<file path="src/ialu_pkg.sv">
package ialu_pkg;

  localparam int DataWidth  = 32;
  localparam int KindWidth  = 4;
  localparam int ShiftWidth = 5;
  localparam int CountWidth = $clog2(DataWidth + 1);

  typedef logic [KindWidth-1:0] kind_t;
  typedef logic [DataWidth-1:0] word_t;

  localparam kind_t OpAdd = 4'd0;
  localparam kind_t OpSub = 4'd1;
  localparam kind_t OpMul = 4'd2;
  localparam kind_t OpDiv = 4'd3;
  localparam kind_t OpRem = 4'd4;
  localparam kind_t OpShl = 4'd5;
  localparam kind_t OpSar = 4'd6;
  localparam kind_t OpAnd = 4'd7;
  localparam kind_t OpOr  = 4'd8;
  localparam kind_t OpXor = 4'd9;
  localparam kind_t OpEq  = 4'd10;
  localparam kind_t OpNe  = 4'd11;
  localparam kind_t OpGt  = 4'd12;
  localparam kind_t OpLt  = 4'd13;
  localparam kind_t OpGe  = 4'd14;
  localparam kind_t OpLe  = 4'd15;

endpackage

</file>
<file path="src/ialu_divpipe.sv">
// Restoring divider on magnitudes, one quotient bit per stage.
module ialu_divpipe (
  input  logic                     clk,
  input  logic                     rst,
  input  logic                     adv,
  input  logic                     in_valid,
  input  ialu_pkg::word_t          dividend,
  input  ialu_pkg::word_t          divisor,
  output logic                     out_valid,
  output ialu_pkg::word_t          quotient,
  output ialu_pkg::word_t          remainder
);
  import ialu_pkg::*;

  localparam int N = DataWidth;

  logic         vld   [1:N];
  word_t        rem_q [1:N];
  word_t        quo_q [1:N];
  word_t        dvs_q [1:N-1];

  for (genvar s = 0; s < N; s++) begin : g_stage
    logic       v_src;
    word_t      r_src;
    word_t      q_src;
    word_t      d_src;
    logic [N:0] trial;
    logic [N:0] diff;
    if (s == 0) begin : g_head
      assign v_src = in_valid;
      assign r_src = '0;
      assign q_src = dividend;
      assign d_src = divisor;
    end else begin : g_body
      assign v_src = vld[s];
      assign r_src = rem_q[s];
      assign q_src = quo_q[s];
      assign d_src = dvs_q[s];
    end
    assign trial = {r_src, q_src[N-1]};
    assign diff  = trial - {1'b0, d_src};
    always_ff @(posedge clk) begin
      if (rst) begin
        vld[s+1] <= 1'b0;
      end else if (adv) begin
        vld[s+1] <= v_src;
      end
    end
    always_ff @(posedge clk) begin
      if (adv) begin
        if (diff[N]) begin
          rem_q[s+1] <= trial[N-1:0];
          quo_q[s+1] <= {q_src[N-2:0], 1'b0};
        end else begin
          rem_q[s+1] <= diff[N-1:0];
          quo_q[s+1] <= {q_src[N-2:0], 1'b1};
        end
      end
    end
    if (s < N - 1) begin : g_pass
      always_ff @(posedge clk) begin
        if (adv) begin
          dvs_q[s+1] <= d_src;
        end
      end
    end
  end

  assign out_valid = vld[N];
  assign quotient  = quo_q[N];
  assign remainder = rem_q[N];
endmodule

</file>
<file path="config.mk">
export PLATFORM = sky130hd
export DESIGN_NAME = ialu_divpipe
export DESIGN_NICKNAME = d
export VERILOG_FILES = /design/src/ialu_pkg.sv /design/src/ialu_divpipe.sv
export SDC_FILE = /design/constraint.sdc
export NUM_CORES = 2
export LEC_CHECK = 0
export BUFFER_PORTS_ARGS = -buffer_cell sky130_fd_sc_hd__buf_2
export CAP_MARGIN = 0
export CORE_AREA = 2 2 594 596
export DETAILED_ROUTE_END_ITERATION = 10
export DIE_AREA = 0 0 596 598
export GPL_TIMING_DRIVEN = 0
export PLACE_DENSITY_LB_ADDON = 0.05
export SETUP_SLACK_MARGIN = 0.5
export SLEW_MARGIN = 20
export SYNTH_ARGS = -nofsm -noshare
export SYNTH_HDL_FRONTEND = slang
export SYNTH_SLANG_ARGS = --single-unit
</file>
<file path="constraint.sdc">
create_clock -name clk -period 6.6 [get_ports clk]
set_input_delay 0.33 -clock clk [delete_from_list [all_inputs] [get_ports clk]]
set_output_delay 0.33 -clock clk [all_outputs]
set_load 0.02 [all_outputs]
</file>
==> summary.txt <==
Placed Instances - 16.94k
Buf/Inv on CP - 2
Die H - 598 um
Crit. End Element - flip-flop
Clock sink count - 3072
H-Tree Level Count - 5
I/O Buffers - 132
Setup Buffers After CTS - 0
CP Max Fanout - 10
Switching pwr - 27.25 mW
Non-filler cells, final - 17.66k
Total power draw - 79.11 mW
CTS max path bufs - 4
Drt drc - 0
Overflow after GRT - 0
Vias per inst - 5.461
Post-route minimum period - 5.819 ns
FMAX - 171.9 MHz
Synthesized area - 156800 um2
Share of cells above drive strength 1 - 0.1363
CTS buffer count - 351
Drt initial violations - 7504
CP cell instances - inv_1 -> ha_1 -> fa_1 -> nor2b_1 -> o21a_1 -> o21ai_0 -> a31oi_1 -> o21ai_0 -> a21oi_1 -> a31oi_1 -> o21ai_0 -> xnor2_1 -> nor2_1 -> buf_2 -> mux2_2
Setup TNS - 0 ns
Syn. warnings - 0
Commonest non-fill, non-tap cell in the layout - edfxtp_1
Final setup skew - 0.06514 ns
CTS clock-pin slew for the worst setup and hold paths - 0.06 ns
First-pass DRT Iterations - 6
Largest net degree at the start of global routing - 118
Final Cycle Share - 0.8816
Die width - 596 um
Final WL - 381000 um
Worst slack, placed - 0.2740 ns
Net Sw Frac - 0.3444
Number of synthesized flops with an enable pin - 3072
Area after DPL - 164700 um2
Drt wl/cell - 21.58 um
Final ANT Viol Nets - 0
Async SR Flop Fraction - 0
CP Launch Type - flip-flop
Vias in the first global route - 95.70k
Final Slew Violations - 0
Mapped Avg Cell Area - 12.93 um2
Arr. time, crit path - 6.48 ns
Worst EP required - 7.26 ns
Worst slew pin tran - 1.107 ns
Cell family with the largest share of critical-path delay - compound AO/OA/AOI/OAI gates
Crit path max-delay cell type - nor2_1
Final GP Congestion - 0.9152
Comb power frac - 0.391
Status - completed
Via count - 96.43k
Worst path max stage delay - 0.83 ns
Layout area overhead - 12.87%
Worst skew pair latency - 0.95 ns
Slew HR - 0.2430
Commonest non-fill, non-tap cells in the layout - edfxtp_1 (3072), inv_1 (1262), ha_1 (994)
Core Region - 350800 um2
Critical Setup Path Class - flip-flop to flip-flop
Nets - 13.84k
Reg-to-reg setup timing slack - 0.78 ns
Sequential power share - 0.365
Design area - 176900 um2
Root buf cell - clkbuf_16
First-pass GRT wire length - 580000 um
Leakage - 71.18 nW
Post-synth top flop - edfxtp_1
Final setup viols - 0
Row cnt - 218
Clk pwr share - 0.244
Cells after Synth - 12.12k
Seq cells post-synth - 3072
Max cap viols - 0
Pwr Density - 447.2 nW/um2
Hold Path Class - input pin to flip-flop
Top Ports - 133
Fin worst setup slack - 0.7811 ns
Internal - 51.86 mW
Register area share after synthesis - 0.5885
Antenna violations before repair - 19
Die area - 356400 um2
CTS tree - built
Peak VDD IR - 242.5 uV
Synth cell types - 89
Initial Util - 0.4469
Hpwl dp - 282700 um
Final hold vios - 0
RSZ-0062 raised after global routing - no
Critical Path Most Common Cell - o21ai_0
GRT Resource Usage Total - 0.2098
through the flow:
stage          hold WS [ns]  utilization
6_report            0.09043       0.5044
3_5_place_dp         0.4045       0.4695
3_3_place_gp         0.4004       0.4654
5_1_grt             0.03670       0.5044
2_1_floorplan        0.4003            -
4_1_cts           0.0008953       0.5043
what timing repair did:
| action | CTS | global route |
|---|---|---|
| hold buffers | 77 | 0 |
| endpoints found under the setup margin | 0 | 6 |
| hold endpoints to repair | 170 | 0 |
| gates resized for setup | 0 | 5 |
synthesized netlist by cell type, types with 96 or more instances:
cell      number  area, um2
o21ai_0      418       2092
ha_1         994      12440
xor2_1       283       2479
nor2_1       470       1764
edfxtp_1    3072      92250
clkbuf_1     192      720.7
nor2b_1      158      988.5
nand2_1      478       1794
mux2_2       853       9605
a21oi_1      828       4144
o21a_1       132      991.0
nor3_1       108      540.5
xnor2_1      591       5176
nand2b_1     111      694.4
a31oi_1      118      738.2
nand3_1      205       1026
mux2i_1       96      960.9
nand4_1      110      688.2
a21o_1       563       4227
inv_1       1262       4737
final cells by class:
| cell class | instances | area [um2] |
|---|---|---|
| Tap cell | 4620 | 5781 |
| Inverter | 1263 | 4741 |
| Clock inverter | 221 | 2297 |
| Timing Repair Buffer | 257 | 2684 |
| Buffer | 280 | 1314 |
| Clock buffer | 418 | 9141 |
| Multi-Input combinational cell | 7523 | 58710 |
| Fill cell | 30280 | 173800 |
| Antenna cell | 4 | 10.01 |
| Sequential cell | 3072 | 92250 |
sequential cells by signal, summed over array words and instances (netlist names):
register and flops:
dvs_q 992, quo_q 1024, rem_q 1024, vld 32
power by group through the flow:
stage	Combinational, mW	Clock (mW)	Sequential (mW)
6_report	31.0	19.3	28.8
5_1_grt	34.2	20.7	29.2
4_1_cts	30.8	19.9	28.9
3_5_place_dp	30.5	0	29.3
3_3_place_gp	29.9	0	29.6
2_1_floorplan	23.5	0	28.2
cells by family after synthesis:
| logic type | synth area share |
|---|---|
| mux | 0.07006 |
| flops | 0.5885 |
| compound gates | 0.1095 |
| buf+inv | 0.03771 |
| xor+xnor | 0.04883 |
| fa+ha+maj | 0.08330 |
| simple gates | 0.06210 |
| other cells | 0.00002392 |
routing by layer:
metal | vias to the layer above | global-route usage | routed length (um) | part of all wire
li1 | 46250 | - | - | -
met1 | 47330 | 0.2960 | 177200 | 0.46
met2 | 2280 | 0.3390 | 175300 | 0.46
met3 | 565 | 0.02672 | 17250 | 0.045
met4 | 0 | 0.06139 | 11280 | 0.030
met5 | - | 0 | 0 | 0
path summary, 6_finish.rpt:
path                                           endpoint                    start  cells after the start
worst min-delay path             quo_q[0][54]$_DFFE_PP_             dividend[21]                      2
worst min register to register  quo_q[0][394]$_DFFE_PP_  quo_q[0][361]$_DFFE_PP_                      0
worst max-delay path            rem_q[0][377]$_DFFE_PP_  quo_q[0][351]$_DFFE_PP_                     15
worst max register to register  rem_q[0][377]$_DFFE_PP_  quo_q[0][351]$_DFFE_PP_                     15
worst reg2reg max path, delay by kind of cell, from the launching register on:
kind,cells,cell delay (ns)
mux,1,0.45
fa+ha+maj,2,0.43
compound gates,7,2.45
simple gates,2,0.89
xor+xnor,1,0.17
buf+inv,2,0.76
flops,1,0.37
Note: power is estimated with default switching activity, not from simulation.
